$ cat src/rtl/kmch_pkg.sv
package kmch_pkg;

    // fixed-point and sizing constants
    localparam int FRAC_BITS = 24;
    localparam int CNT_W     = 17;
    localparam int GRP_W     = 16;
    localparam int TIME_W    = 32;
    localparam int HZ_W      = 25;
    localparam int SUM_W     = 48;
    localparam int DIV_W     = HZ_W + CNT_W;
    localparam int DCNT_W    = $clog2(DIV_W + 1);

    localparam logic [CNT_W-1:0] MAX_SUBJECTS = 17'd65536;
    localparam logic [HZ_W-1:0]  HZ_ONE       = 25'd1 << FRAC_BITS;
    localparam logic [CNT_W-1:0] CNT_MAX      = '1;

    // result kinds
    localparam logic KIND_SUBJECT = 1'b0;
    localparam logic KIND_SUMMARY = 1'b1;

    typedef struct packed {
        logic [TIME_W-1:0] event_time;
        logic              event_status;
        logic              final_subject;
    } t_in_item;

    typedef struct packed {
        logic              result_kind;
        logic [GRP_W-1:0]  group_index;
        logic [TIME_W-1:0] unique_time;
        logic [CNT_W-1:0]  at_risk;
        logic [HZ_W-1:0]   hazard;
        logic [SUM_W-1:0]  cum_term;
        logic              run_end;
    } t_out_item;

    typedef enum logic [2:0] {
        ST_IDLE,
        ST_CL_START,
        ST_CL_HZ_WAIT,
        ST_CL_MUL,
        ST_CL_TERM_START,
        ST_CL_TERM_WAIT,
        ST_CL_EMIT,
        ST_SUBJ
    } t_state;

endpackage

$ cat src/rtl/km_censoring_hazard_accumulator.sv
// Channel   | Handshake           | Payload
// ----------+---------------------+---------------------------------------
// subject   | push / full         | i_data  (t_in_item)
// result    | empty / pop         | o_data  (t_out_item), oldest first
// config    | i_cfg_we            | i_cfg_data: total_subjects
//
// A group close runs the shared 42-step serial divider for the hazard (skipped
// when all at risk are censored, hazard one), then for the sum term.
// Reset is synchronous, active low; total_subjects resets to 1.
// Subject and result queues are two beats deep; each side stalls independently.
module km_censoring_hazard_accumulator (
    input  logic                  i_clk,
    input  logic                  i_rst_n,
    input  logic                  push,
    output logic                  full,
    input  kmch_pkg::t_in_item    i_data,
    output logic                  empty,
    input  logic                  pop,
    output kmch_pkg::t_out_item   o_data,
    input  logic                  i_cfg_we,
    input  logic [kmch_pkg::CNT_W-1:0] i_cfg_data
);

    logic [kmch_pkg::CNT_W-1:0] r_total;
    logic                       in_valid;
    logic                       in_pop;
    kmch_pkg::t_in_item         in_item;
    logic                       out_push;
    logic                       out_full;
    kmch_pkg::t_out_item        out_item;

    // configuration register
    always_ff @(posedge i_clk) begin
        if (!i_rst_n)      r_total <= kmch_pkg::CNT_W'(1);
        else if (i_cfg_we) r_total <= i_cfg_data;
    end

    kmch_front u_front (
        .i_clk   (i_clk),
        .i_rst_n (i_rst_n),
        .push    (push),
        .full    (full),
        .i_data  (i_data),
        .i_pop   (in_pop),
        .o_valid (in_valid),
        .o_data  (in_item)
    );

    kmch_back u_back (
        .i_clk      (i_clk),
        .i_rst_n    (i_rst_n),
        .i_total    (r_total),
        .i_in_valid (in_valid),
        .o_in_pop   (in_pop),
        .i_in_item  (in_item),
        .o_out_push (out_push),
        .i_out_full (out_full),
        .o_out_item (out_item)
    );

    kmch_outq u_outq (
        .i_clk   (i_clk),
        .i_rst_n (i_rst_n),
        .i_push  (out_push),
        .o_full  (out_full),
        .i_data  (out_item),
        .empty   (empty),
        .pop     (pop),
        .o_data  (o_data)
    );

endmodule

$ cat src/rtl/kmch_front.sv
// Input side: two-entry queue that takes subject beats and hands them to the back end.
module kmch_front (
    input  logic              i_clk,
    input  logic              i_rst_n,
    input  logic              push,
    output logic              full,
    input  kmch_pkg::t_in_item i_data,
    input  logic              i_pop,
    output logic              o_valid,
    output kmch_pkg::t_in_item o_data
);

    kmch_pkg::t_in_item r_mem [2];
    logic               r_wp;
    logic               r_rp;
    logic [1:0]         r_cnt;
    logic               do_push;
    logic               do_pop;

    assign full    = (r_cnt == 2'd2);
    assign o_valid = (r_cnt != 2'd0);
    assign o_data  = r_mem[r_rp];
    assign do_push = push && !full;
    assign do_pop  = i_pop && o_valid;

    // pointers and fill count
    always_ff @(posedge i_clk) begin
        if (!i_rst_n) begin
            r_wp  <= 1'b0;
            r_rp  <= 1'b0;
            r_cnt <= 2'd0;
        end else begin
            if (do_push) r_wp <= ~r_wp;
            if (do_pop)  r_rp <= ~r_rp;
            r_cnt <= r_cnt + {1'b0, do_push} - {1'b0, do_pop};
        end
    end

    // storage
    always_ff @(posedge i_clk) begin
        if (do_push) r_mem[r_wp] <= i_data;
    end

endmodule

$ cat src/rtl/kmch_outq.sv
// Result side: two-entry queue between the sequencer and the consumer.
module kmch_outq (
    input  logic                i_clk,
    input  logic                i_rst_n,
    input  logic                i_push,
    output logic                o_full,
    input  kmch_pkg::t_out_item i_data,
    output logic                empty,
    input  logic                pop,
    output kmch_pkg::t_out_item o_data
);

    kmch_pkg::t_out_item r_mem [2];
    logic                r_wp;
    logic                r_rp;
    logic [1:0]          r_cnt;
    logic                do_push;
    logic                do_pop;

    assign o_full  = (r_cnt == 2'd2);
    assign empty   = (r_cnt == 2'd0);
    assign o_data  = r_mem[r_rp];
    assign do_push = i_push && !o_full;
    assign do_pop  = pop && !empty;

    // pointers and fill count
    always_ff @(posedge i_clk) begin
        if (!i_rst_n) begin
            r_wp  <= 1'b0;
            r_rp  <= 1'b0;
            r_cnt <= 2'd0;
        end else begin
            if (do_push) r_wp <= ~r_wp;
            if (do_pop)  r_rp <= ~r_rp;
            r_cnt <= r_cnt + {1'b0, do_push} - {1'b0, do_pop};
        end
    end

    // storage
    always_ff @(posedge i_clk) begin
        if (do_push) r_mem[r_wp] <= i_data;
    end

endmodule

$ cat src/rtl/kmch_div.sv
// Restoring divider, one quotient bit per cycle.
module kmch_div (
    input  logic                          i_clk,
    input  logic                          i_rst_n,
    input  logic                          i_start,
    input  logic [kmch_pkg::DIV_W-1:0]    i_numer,
    input  logic [kmch_pkg::CNT_W-1:0]    i_denom,
    output logic                          o_busy,
    output logic                          o_done,
    output logic [kmch_pkg::DIV_W-1:0]    o_quot
);

    logic [kmch_pkg::DIV_W-1:0]  r_num;
    logic [kmch_pkg::CNT_W-1:0]  r_den;
    logic [kmch_pkg::CNT_W-1:0]  r_rem;
    logic [kmch_pkg::DCNT_W-1:0] r_cnt;
    logic                        r_busy;
    logic                        r_done;
    logic [kmch_pkg::CNT_W:0]    rem_sh;
    logic [kmch_pkg::CNT_W:0]    diff;
    logic                        ge;

    // one shift-subtract step
    assign rem_sh = {r_rem, r_num[kmch_pkg::DIV_W-1]};
    assign diff   = rem_sh - {1'b0, r_den};
    assign ge     = (rem_sh >= {1'b0, r_den});

    assign o_busy = r_busy;
    assign o_done = r_done;
    assign o_quot = r_num;

    // control
    always_ff @(posedge i_clk) begin
        if (!i_rst_n) begin
            r_busy <= 1'b0;
            r_done <= 1'b0;
            r_cnt  <= '0;
        end else begin
            r_done <= 1'b0;
            if (i_start && !r_busy) begin
                r_busy <= 1'b1;
                r_cnt  <= '0;
            end else if (r_busy) begin
                r_cnt <= r_cnt + 1'b1;
                if (r_cnt == kmch_pkg::DCNT_W'(kmch_pkg::DIV_W - 1)) begin
                    r_busy <= 1'b0;
                    r_done <= 1'b1;
                end
            end
        end
    end

    // datapath
    always_ff @(posedge i_clk) begin
        if (i_start && !r_busy) begin
            r_num <= i_numer;
            r_den <= i_denom;
            r_rem <= '0;
        end else if (r_busy) begin
            r_rem <= ge ? diff[kmch_pkg::CNT_W-1:0] : rem_sh[kmch_pkg::CNT_W-1:0];
            r_num <= {r_num[kmch_pkg::DIV_W-2:0], ge};
        end
    end

endmodule

$ cat src/rtl/kmch_back.sv
// Back end: group tracking, hazard and running sum, result sequencing.
module kmch_back (
    input  logic                         i_clk,
    input  logic                         i_rst_n,
    input  logic [kmch_pkg::CNT_W-1:0]   i_total,
    input  logic                         i_in_valid,
    output logic                         o_in_pop,
    input  kmch_pkg::t_in_item           i_in_item,
    output logic                         o_out_push,
    input  logic                         i_out_full,
    output kmch_pkg::t_out_item          o_out_item
);

    kmch_pkg::t_state                  r_state;
    kmch_pkg::t_state                  n_state;
    kmch_pkg::t_in_item                r_item;
    logic                              r_open;
    logic                              r_final_close;
    logic [kmch_pkg::TIME_W-1:0]       r_gtime;
    logic [kmch_pkg::CNT_W-1:0]        r_remain;
    logic [kmch_pkg::CNT_W-1:0]        r_gar;
    logic [kmch_pkg::CNT_W-1:0]        r_cens;
    logic [kmch_pkg::GRP_W-1:0]        r_group;
    logic [kmch_pkg::SUM_W-1:0]        r_sum;
    logic [kmch_pkg::CNT_W-1:0]        r_n;
    logic [kmch_pkg::HZ_W-1:0]         r_hz;
    logic [kmch_pkg::DIV_W-1:0]        r_prod;

    logic [kmch_pkg::CNT_W-1:0]        ar;
    logic [kmch_pkg::CNT_W-1:0]        n_clamped;
    logic [kmch_pkg::CNT_W-1:0]        remain_dec;
    logic                              div_start;
    logic [kmch_pkg::DIV_W-1:0]        div_numer;
    logic                              div_busy;
    logic                              div_done;
    logic [kmch_pkg::DIV_W-1:0]        div_quot;
    logic [kmch_pkg::SUM_W:0]          sum_ext;

    assign ar         = (r_gar == '0) ? kmch_pkg::CNT_W'(1) : r_gar;
    assign remain_dec = (r_remain != '0) ? r_remain - 1'b1 : r_remain;
    assign sum_ext    = {1'b0, r_sum} + kmch_pkg::SUM_W'(div_quot) + (kmch_pkg::SUM_W + 1)'(0);

    // data set size, clamped to 1..MAX_SUBJECTS
    always_comb begin
        n_clamped = i_total;
        if (i_total == '0) n_clamped = kmch_pkg::CNT_W'(1);
        if (i_total > kmch_pkg::MAX_SUBJECTS) n_clamped = kmch_pkg::MAX_SUBJECTS;
    end

    // shared divider: hazard first, then the sum term
    assign div_numer = (r_state == kmch_pkg::ST_CL_START)
                     ? (kmch_pkg::DIV_W'(r_cens) << kmch_pkg::FRAC_BITS)
                     : r_prod;

    kmch_div u_div (
        .i_clk   (i_clk),
        .i_rst_n (i_rst_n),
        .i_start (div_start),
        .i_numer (div_numer),
        .i_denom (ar),
        .o_busy  (div_busy),
        .o_done  (div_done),
        .o_quot  (div_quot)
    );

    // state register
    always_ff @(posedge i_clk) begin
        if (!i_rst_n) r_state <= kmch_pkg::ST_IDLE;
        else          r_state <= n_state;
    end

    // next state and outputs
    always_comb begin
        n_state    = r_state;
        o_in_pop   = 1'b0;
        o_out_push = 1'b0;
        div_start  = 1'b0;
        o_out_item = '0;
        unique case (r_state)
            kmch_pkg::ST_IDLE: begin
                o_in_pop = i_in_valid;
                if (i_in_valid) begin
                    if (r_open && (i_in_item.event_time != r_gtime))
                        n_state = kmch_pkg::ST_CL_START;
                    else
                        n_state = kmch_pkg::ST_SUBJ;
                end
            end
            kmch_pkg::ST_CL_START: begin
                if (r_cens >= ar) begin
                    n_state = kmch_pkg::ST_CL_MUL;
                end else begin
                    div_start = 1'b1;
                    n_state   = kmch_pkg::ST_CL_HZ_WAIT;
                end
            end
            kmch_pkg::ST_CL_HZ_WAIT: begin
                if (div_done) n_state = kmch_pkg::ST_CL_MUL;
            end
            kmch_pkg::ST_CL_MUL: begin
                n_state = kmch_pkg::ST_CL_TERM_START;
            end
            kmch_pkg::ST_CL_TERM_START: begin
                div_start = 1'b1;
                n_state   = kmch_pkg::ST_CL_TERM_WAIT;
            end
            kmch_pkg::ST_CL_TERM_WAIT: begin
                if (div_done) n_state = kmch_pkg::ST_CL_EMIT;
            end
            kmch_pkg::ST_CL_EMIT: begin
                o_out_push             = 1'b1;
                o_out_item.result_kind = kmch_pkg::KIND_SUMMARY;
                o_out_item.group_index = r_group;
                o_out_item.unique_time = r_gtime;
                o_out_item.at_risk     = ar;
                o_out_item.hazard      = r_hz;
                o_out_item.cum_term    = r_sum;
                o_out_item.run_end     = r_final_close;
                if (!i_out_full)
                    n_state = r_final_close ? kmch_pkg::ST_IDLE : kmch_pkg::ST_SUBJ;
            end
            kmch_pkg::ST_SUBJ: begin
                o_out_push             = 1'b1;
                o_out_item.result_kind = kmch_pkg::KIND_SUBJECT;
                o_out_item.group_index = r_group;
                o_out_item.run_end     = !r_item.final_subject;
                if (!i_out_full)
                    n_state = r_item.final_subject ? kmch_pkg::ST_CL_START
                                                   : kmch_pkg::ST_IDLE;
            end
            default: n_state = kmch_pkg::ST_IDLE;
        endcase
    end

    // group state and arithmetic
    always_ff @(posedge i_clk) begin
        if (!i_rst_n) begin
            r_open        <= 1'b0;
            r_final_close <= 1'b0;
            r_gtime       <= '0;
            r_remain      <= '0;
            r_gar         <= '0;
            r_cens        <= '0;
            r_group       <= '0;
            r_sum         <= '0;
            r_n           <= kmch_pkg::CNT_W'(1);
        end else begin
            case (r_state)
                kmch_pkg::ST_IDLE: begin
                    if (i_in_valid) begin
                        r_item        <= i_in_item;
                        r_final_close <= 1'b0;
                        if (!r_open) begin
                            // first subject of a data set
                            r_n      <= n_clamped;
                            r_remain <= n_clamped;
                            r_gar    <= n_clamped;
                            r_group  <= '0;
                            r_sum    <= '0;
                            r_gtime  <= i_in_item.event_time;
                            r_cens   <= kmch_pkg::CNT_W'(!i_in_item.event_status);
                            r_open   <= 1'b1;
                        end else if (i_in_item.event_time == r_gtime) begin
                            // tie with the open group
                            if (!i_in_item.event_status && (r_cens != kmch_pkg::CNT_MAX))
                                r_cens <= r_cens + 1'b1;
                            r_remain <= remain_dec;
                        end
                    end
                end
                kmch_pkg::ST_CL_START: begin
                    if (r_cens >= ar) r_hz <= kmch_pkg::HZ_ONE;
                end
                kmch_pkg::ST_CL_HZ_WAIT: begin
                    if (div_done) r_hz <= div_quot[kmch_pkg::HZ_W-1:0];
                end
                kmch_pkg::ST_CL_MUL: begin
                    r_prod <= r_hz * r_n;
                end
                kmch_pkg::ST_CL_TERM_WAIT: begin
                    // saturating accumulate
                    if (div_done) begin
                        if (sum_ext[kmch_pkg::SUM_W]) r_sum <= '1;
                        else                          r_sum <= sum_ext[kmch_pkg::SUM_W-1:0];
                    end
                end
                kmch_pkg::ST_CL_EMIT: begin
                    if (!i_out_full) begin
                        if (r_final_close) begin
                            r_open <= 1'b0;
                        end else begin
                            // open the group of the pending subject
                            r_group  <= r_group + 1'b1;
                            r_remain <= remain_dec;
                            r_gar    <= remain_dec;
                            r_gtime  <= r_item.event_time;
                            r_cens   <= kmch_pkg::CNT_W'(!r_item.event_status);
                        end
                    end
                end
                kmch_pkg::ST_SUBJ: begin
                    if (!i_out_full && r_item.final_subject) r_final_close <= 1'b1;
                end
                default: ;
            endcase
        end
    end

`ifndef SYNTHESIS
    // a summary never reports a hazard above one
    a_hz_range: assert property (@(posedge i_clk) disable iff (!i_rst_n)
        (o_out_push && o_out_item.result_kind == kmch_pkg::KIND_SUMMARY)
            |-> (o_out_item.hazard <= kmch_pkg::HZ_ONE))
        else $error("hazard above one");
    // a subject result is only produced inside an open group
    a_subj_open: assert property (@(posedge i_clk) disable iff (!i_rst_n)
        (r_state == kmch_pkg::ST_SUBJ) |-> r_open)
        else $error("subject result without open group");
    // the divider is never restarted while running
    a_div_start: assert property (@(posedge i_clk) disable iff (!i_rst_n)
        div_start |-> !div_busy)
        else $error("divider restarted while busy");
    // the running sum never decreases within a data set
    a_sum_mono: assert property (@(posedge i_clk) disable iff (!i_rst_n)
        (r_state == kmch_pkg::ST_CL_TERM_WAIT && div_done) |=> (r_sum >= $past(r_sum)))
        else $error("running sum decreased");
`endif

endmodule

$ cat config.mk
export PLATFORM = sky130hd
export DESIGN_NAME = km_censoring_hazard_accumulator
export DESIGN_NICKNAME = d
export VERILOG_FILES = /design/src/rtl/kmch_pkg.sv /design/src/rtl/km_censoring_hazard_accumulator.sv /design/src/rtl/kmch_front.sv /design/src/rtl/kmch_outq.sv /design/src/rtl/kmch_div.sv /design/src/rtl/kmch_back.sv
export SDC_FILE = /design/constraint.sdc
export NUM_CORES = 2
export LEC_CHECK = 0
export BUFFER_PORTS_ARGS = -buffer_cell sky130_fd_sc_hd__clkbuf_2
export CORE_MARGIN = 1.5
export CORE_UTILIZATION = 55
export CTS_CLUSTER_DIAMETER = 150
export DETAILED_ROUTE_END_ITERATION = 10
export PLACE_DENSITY = 0.79
export SYNTH_ARGS = -nofsm -noshare
export SYNTH_HDL_FRONTEND = slang
export SYNTH_SLANG_ARGS = --single-unit
$ cat constraint.sdc
create_clock -name i_clk -period 13.9 [get_ports i_clk]
set_input_delay 2.78 -clock i_clk [delete_from_list [all_inputs] [get_ports i_clk]]
set_output_delay 2.78 -clock i_clk [all_outputs]
set_load 0.02 [all_outputs]
==> results.json <==
{
  "status": "completed",
  "cts_setup_buffers": 0,
  "clk_latency_ns": 0.64,
  "ys.flop_type": "edfxtp_1",
  "drtIter0Drc": 3461,
  "finalClockSkew_ns": 0.03205,
  "synthMuxAreaShare_pct": 5.150,
  "wire_per_inst_um": 21.15,
  "die_area_um2": 86210,
  "relSlewSlack_pct": 16.44,
  "clkTransAtPathRegs_ns": 0.06,
  "worstSetupStartpointType": "register",
  "power_density_nw_per_um2": 205.2,
  "crit_top_cell": "fa_1",
  "worst_r2r_endpoint": "u_back.r_prod[41]",
  "numCtsBuffers": 75,
  "crit_cells": 23,
  "grt_pass1_vias": 34101,
  "ys_types": 82,
  "synth-edff-count": 508,
  "gr-total-overflow": 0,
  "cp-endpoint": "u_back.r_prod[41]",
  "synthAdderAreaFrac_pct": 20.35,
  "dr.pass1.iters": 6,
  "synthCells": 4431,
  "grt_usage_pct": 27.93,
  "finalCriticalPeriod_ns": 7.691,
  "yosysTopAreaCell": "edfxtp_1",
  "worstMarginPinSlew_ns": 1.253,
  "cp-startpoint": "u_back.r_n[5]",
  "crit_chain": "nand2_1 -> fa_1 -> inv_1 -> fa_1 -> inv_1 -> fa_1 -> inv_1 -> fa_1 -> fa_1 -> inv_1 -> fa_1 -> inv_1 -> ha_1 -> nand4_1 -> nor4_1 -> nand3_1 -> a31oi_1 -> a41oi_1 -> o41a_1 -> a211o_1 -> o21ai_1 -> a21oi_1 -> xnor2_1",
  "fillers": 6630,
  "die_h_um": 293.6,
  "crit_required_ns": 14.29,
  "place_congestion": 0.9269,
  "syn_area_per_cell_um2": 10.48,
  "ys_warn_count": 0,
  "synthArstFlopShare_pct": 0,
  "setup_viol": 0,
  "p_comb_share_pct": 47.8,
  "cp_max_fo": 26,
  "path_buf_inv": 5,
  "clockPowerShare_pct": 20.0,
  "via_per_inst": 5.914,
  "num_rows": 106,
  "power.switching_uw": 4470,
  "die_w_um": 293.6,
  "wirelength_mm": 120.2,
  "internal_power_uw": 5955,
  "synth_compound_area_share_pct": 7.935,
  "timing.hold.ws_ns": 0.4670,
  "path_class": "register to register",
  "fin_nets": 5089,
  "io_buffers": 197,
  "h-tree-depth": 3,
  "cpPeakStageDelay_ns": 1.12,
  "cts_resized": 0,
  "cts-root-buf": "clkbuf_16",
  "seq_power_share_pct": 32.1,
  "synth_seq_cells": 729,
  "crit_family": "adder cells",
  "drtAntennaViolNets": 0,
  "r2r_slack_ns": 6.21,
  "arrival_ns": 8.08,
  "cts_hold_buf": 0,
  "fin_setup_tns_ns": 0,
  "grt_pass1_wl_mm": 187.7,
  "maxCapViolCount": 0,
  "clock-sinks": 729,
  "area_growth_pct": 9.339,
  "drc": 0,
  "timing.rr.start": "u_back.r_n[5]",
  "drive_gt1_share_pct": 12.53,
  "synth-seq-area-share_pct": 42.36,
  "vias": 33607,
  "drv_slew": 0,
  "vdd_drop_max_v": 0.0001473,
  "fmax_ghz": 0.1300,
  "netlist_area_um2": 46450,
  "io-pin-count": 198,
  "synthTopCellsByArea": "edfxtp_1 33%, fa_1 15%, dfxtp_1 9.5%",
  "swShare_pct": 42.88,
  "grt_max_degree": 105,
  "slowest_stage": "dfxtp_1",
  "cellLeakagePower_uw": 0.02163,
  "fin_crit_sh_pct": 55.33,
  "syn_nets": 5035,
  "synth-simple-area-share_pct": 14.77,
  "synth_top_area_share_pct": 32.84,
  "dp_hpwl_mm": 84.25,
  "hold_path_class": "register to register",
  "cts_max_path_buffers": 3,
  "reg2reg_depth": 23,
  "start_util_pct": 55.51,
  "synth_top_family_by_area": "adder cells",
  "synth_xor_area_share_pct": 3.130,
  "cts_tree": "built",
  "antenna_found_initial": 3,
  "end_kind": "register",
  "core_area_um2": 83690,
  "hold_violations": 0,
  "rsz0062_at_grt": "no"
}
[metal layers]
| metal | GRT usage [%] | vias to the layer above | wire (µm) |
|---|---|---|---|
| met5 | 0 | - | 11 |
| met4 | 13.34 | 2 | 5967 |
| met3 | 4.449 | 344 | 9959 |
| met2 | 46.10 | 1654 | 57460 |
| met1 | 36.12 | 16535 | 46790 |
| li1 | - | 15072 | - |
[how the worst min path moves through the flow]
| stage | from | endpoint | slack [ns] | depth (start not counted) |
|---|---|---|---|---|
| finish | u_back.r_sum[22] | u_back.r_sum[22] | 0.47 | 2 |
| global route | u_back.r_gar[3] | u_back.u_div.r_den[3] | 0.49 | 0 |
| CTS | u_back.r_gar[3] | u_back.u_div.r_den[3] | 0.47 | 0 |
| detailed placement | u_back.r_gar[3] | u_back.u_div.r_den[3] | 0.45 | 0 |
| global placement | u_back.r_sum[23] | u_back.r_sum[23] | 0.45 | 2 |
| floorplan | u_back.r_sum[0] | u_back.r_sum[0] | 0.43 | 2 |
[through the flow]
step	total power (µW)	worst slack, ns	instance area (µm²)	std cells	util (%)
6_report	10420	6.209	50790	5683	60.69
5_1_grt	11050	5.750	50790	5683	60.69
4_1_cts	10390	6.393	50790	5682	60.69
3_5_place_dp	8258	6.414	48210	5542	57.61
3_3_place_gp	8168	6.636	48210	5542	57.61
2_1_floorplan	6803	2.593	46450	4431	-
[registers in the layout, indices dropped and copies added, names as in the netlist, 3 cells and up, named ones only]
register             cells
u_outq.r_mem           280
u_front.r_mem           68
u_back.r_sum            48
u_back.r_prod           42
u_back.u_div.o_quot     42
u_back.r_item           34
u_back.r_gtime          32
u_back.r_hz             25
r_total                 17
u_back.r_cens           17
u_back.r_gar            17
u_back.r_n              17
u_back.r_remain         17
u_back.u_div.r_den      17
u_back.u_div.r_rem      17
u_back.r_group          16
u_back.u_div.r_cnt       6
u_back.r_state           3
[layout make-up]
class | count | area (µm²) | area share, %
clock buffer | 101 | 2044 | 4.025
inverter | 506 | 1899 | 3.740
timing repair buffer | 236 | 1279 | 2.518
antenna | 1 | 2.502 | 0.004927
clock inverter | 39 | 530.5 | 1.045
multi-input combinational | 2937 | 23930 | 47.11
tap | 1134 | 1419 | 2.794
sequential | 729 | 19690 | 38.76
[cells by family after synthesis]
group / after synthesis
simple gates: 1421
buf+inv: 765
flops: 729
compound gates: 589
fa+ha+maj: 548
mux: 213
xor+xnor: 166
[placed cells by master (no fill, tap or decap), types with 20 or more instances in the layout]
cell type,Yosys,routed
edfxtp_1,508,508
inv_1,505,504
nand2_1,490,489
fa_1,346,346
nor2_1,266,263
dfxtp_1,221,218
ha_1,202,202
clkbuf_2,3,197
and2_1,178,177
a21oi_1,173,172
and3_1,165,165
mux2_2,164,164
o21ai_0,150,149
nor3_1,106,105
xor2_1,85,85
xnor2_1,81,81
clkbuf_16,0,75
nand3_1,68,68
a21o_1,59,59
buf_4,3,39
a31oi_1,38,38
mux2i_1,38,38
nor4_1,30,30
nand4_1,30,30
a211oi_1,27,27
nor2b_1,21,20
[power groups by stage]
stage	sequential, µW	combinational [µW]	clock (µW)
after floorplan	3130	3670	0
after global placement	3350	4820	0
after detailed placement	3370	4890	0
after CTS	3330	4950	2110
after global routing	3390	5480	2180
final	3350	4980	2090
[worst min-delay path: stages, from the launching register on]
cell and delay [ns]:
dfxtp_1 0.33, nand2_1 0.06, nand2_1 0.04
[synth_stat cells, types with 59 or more instances]
cell and count:
clkbuf_1 233, fa_1 346, a21oi_1 173, o21ai_0 150
a21o_1 59, inv_1 505, mux2_2 164, nand2_1 490
and2_1 178, nor2_1 266, dfxtp_1 221, ha_1 202
xor2_1 85, and3_1 165, xnor2_1 81, nand3_1 68
edfxtp_1 508, nor3_1 106
(Power assumes the default switching activity.)
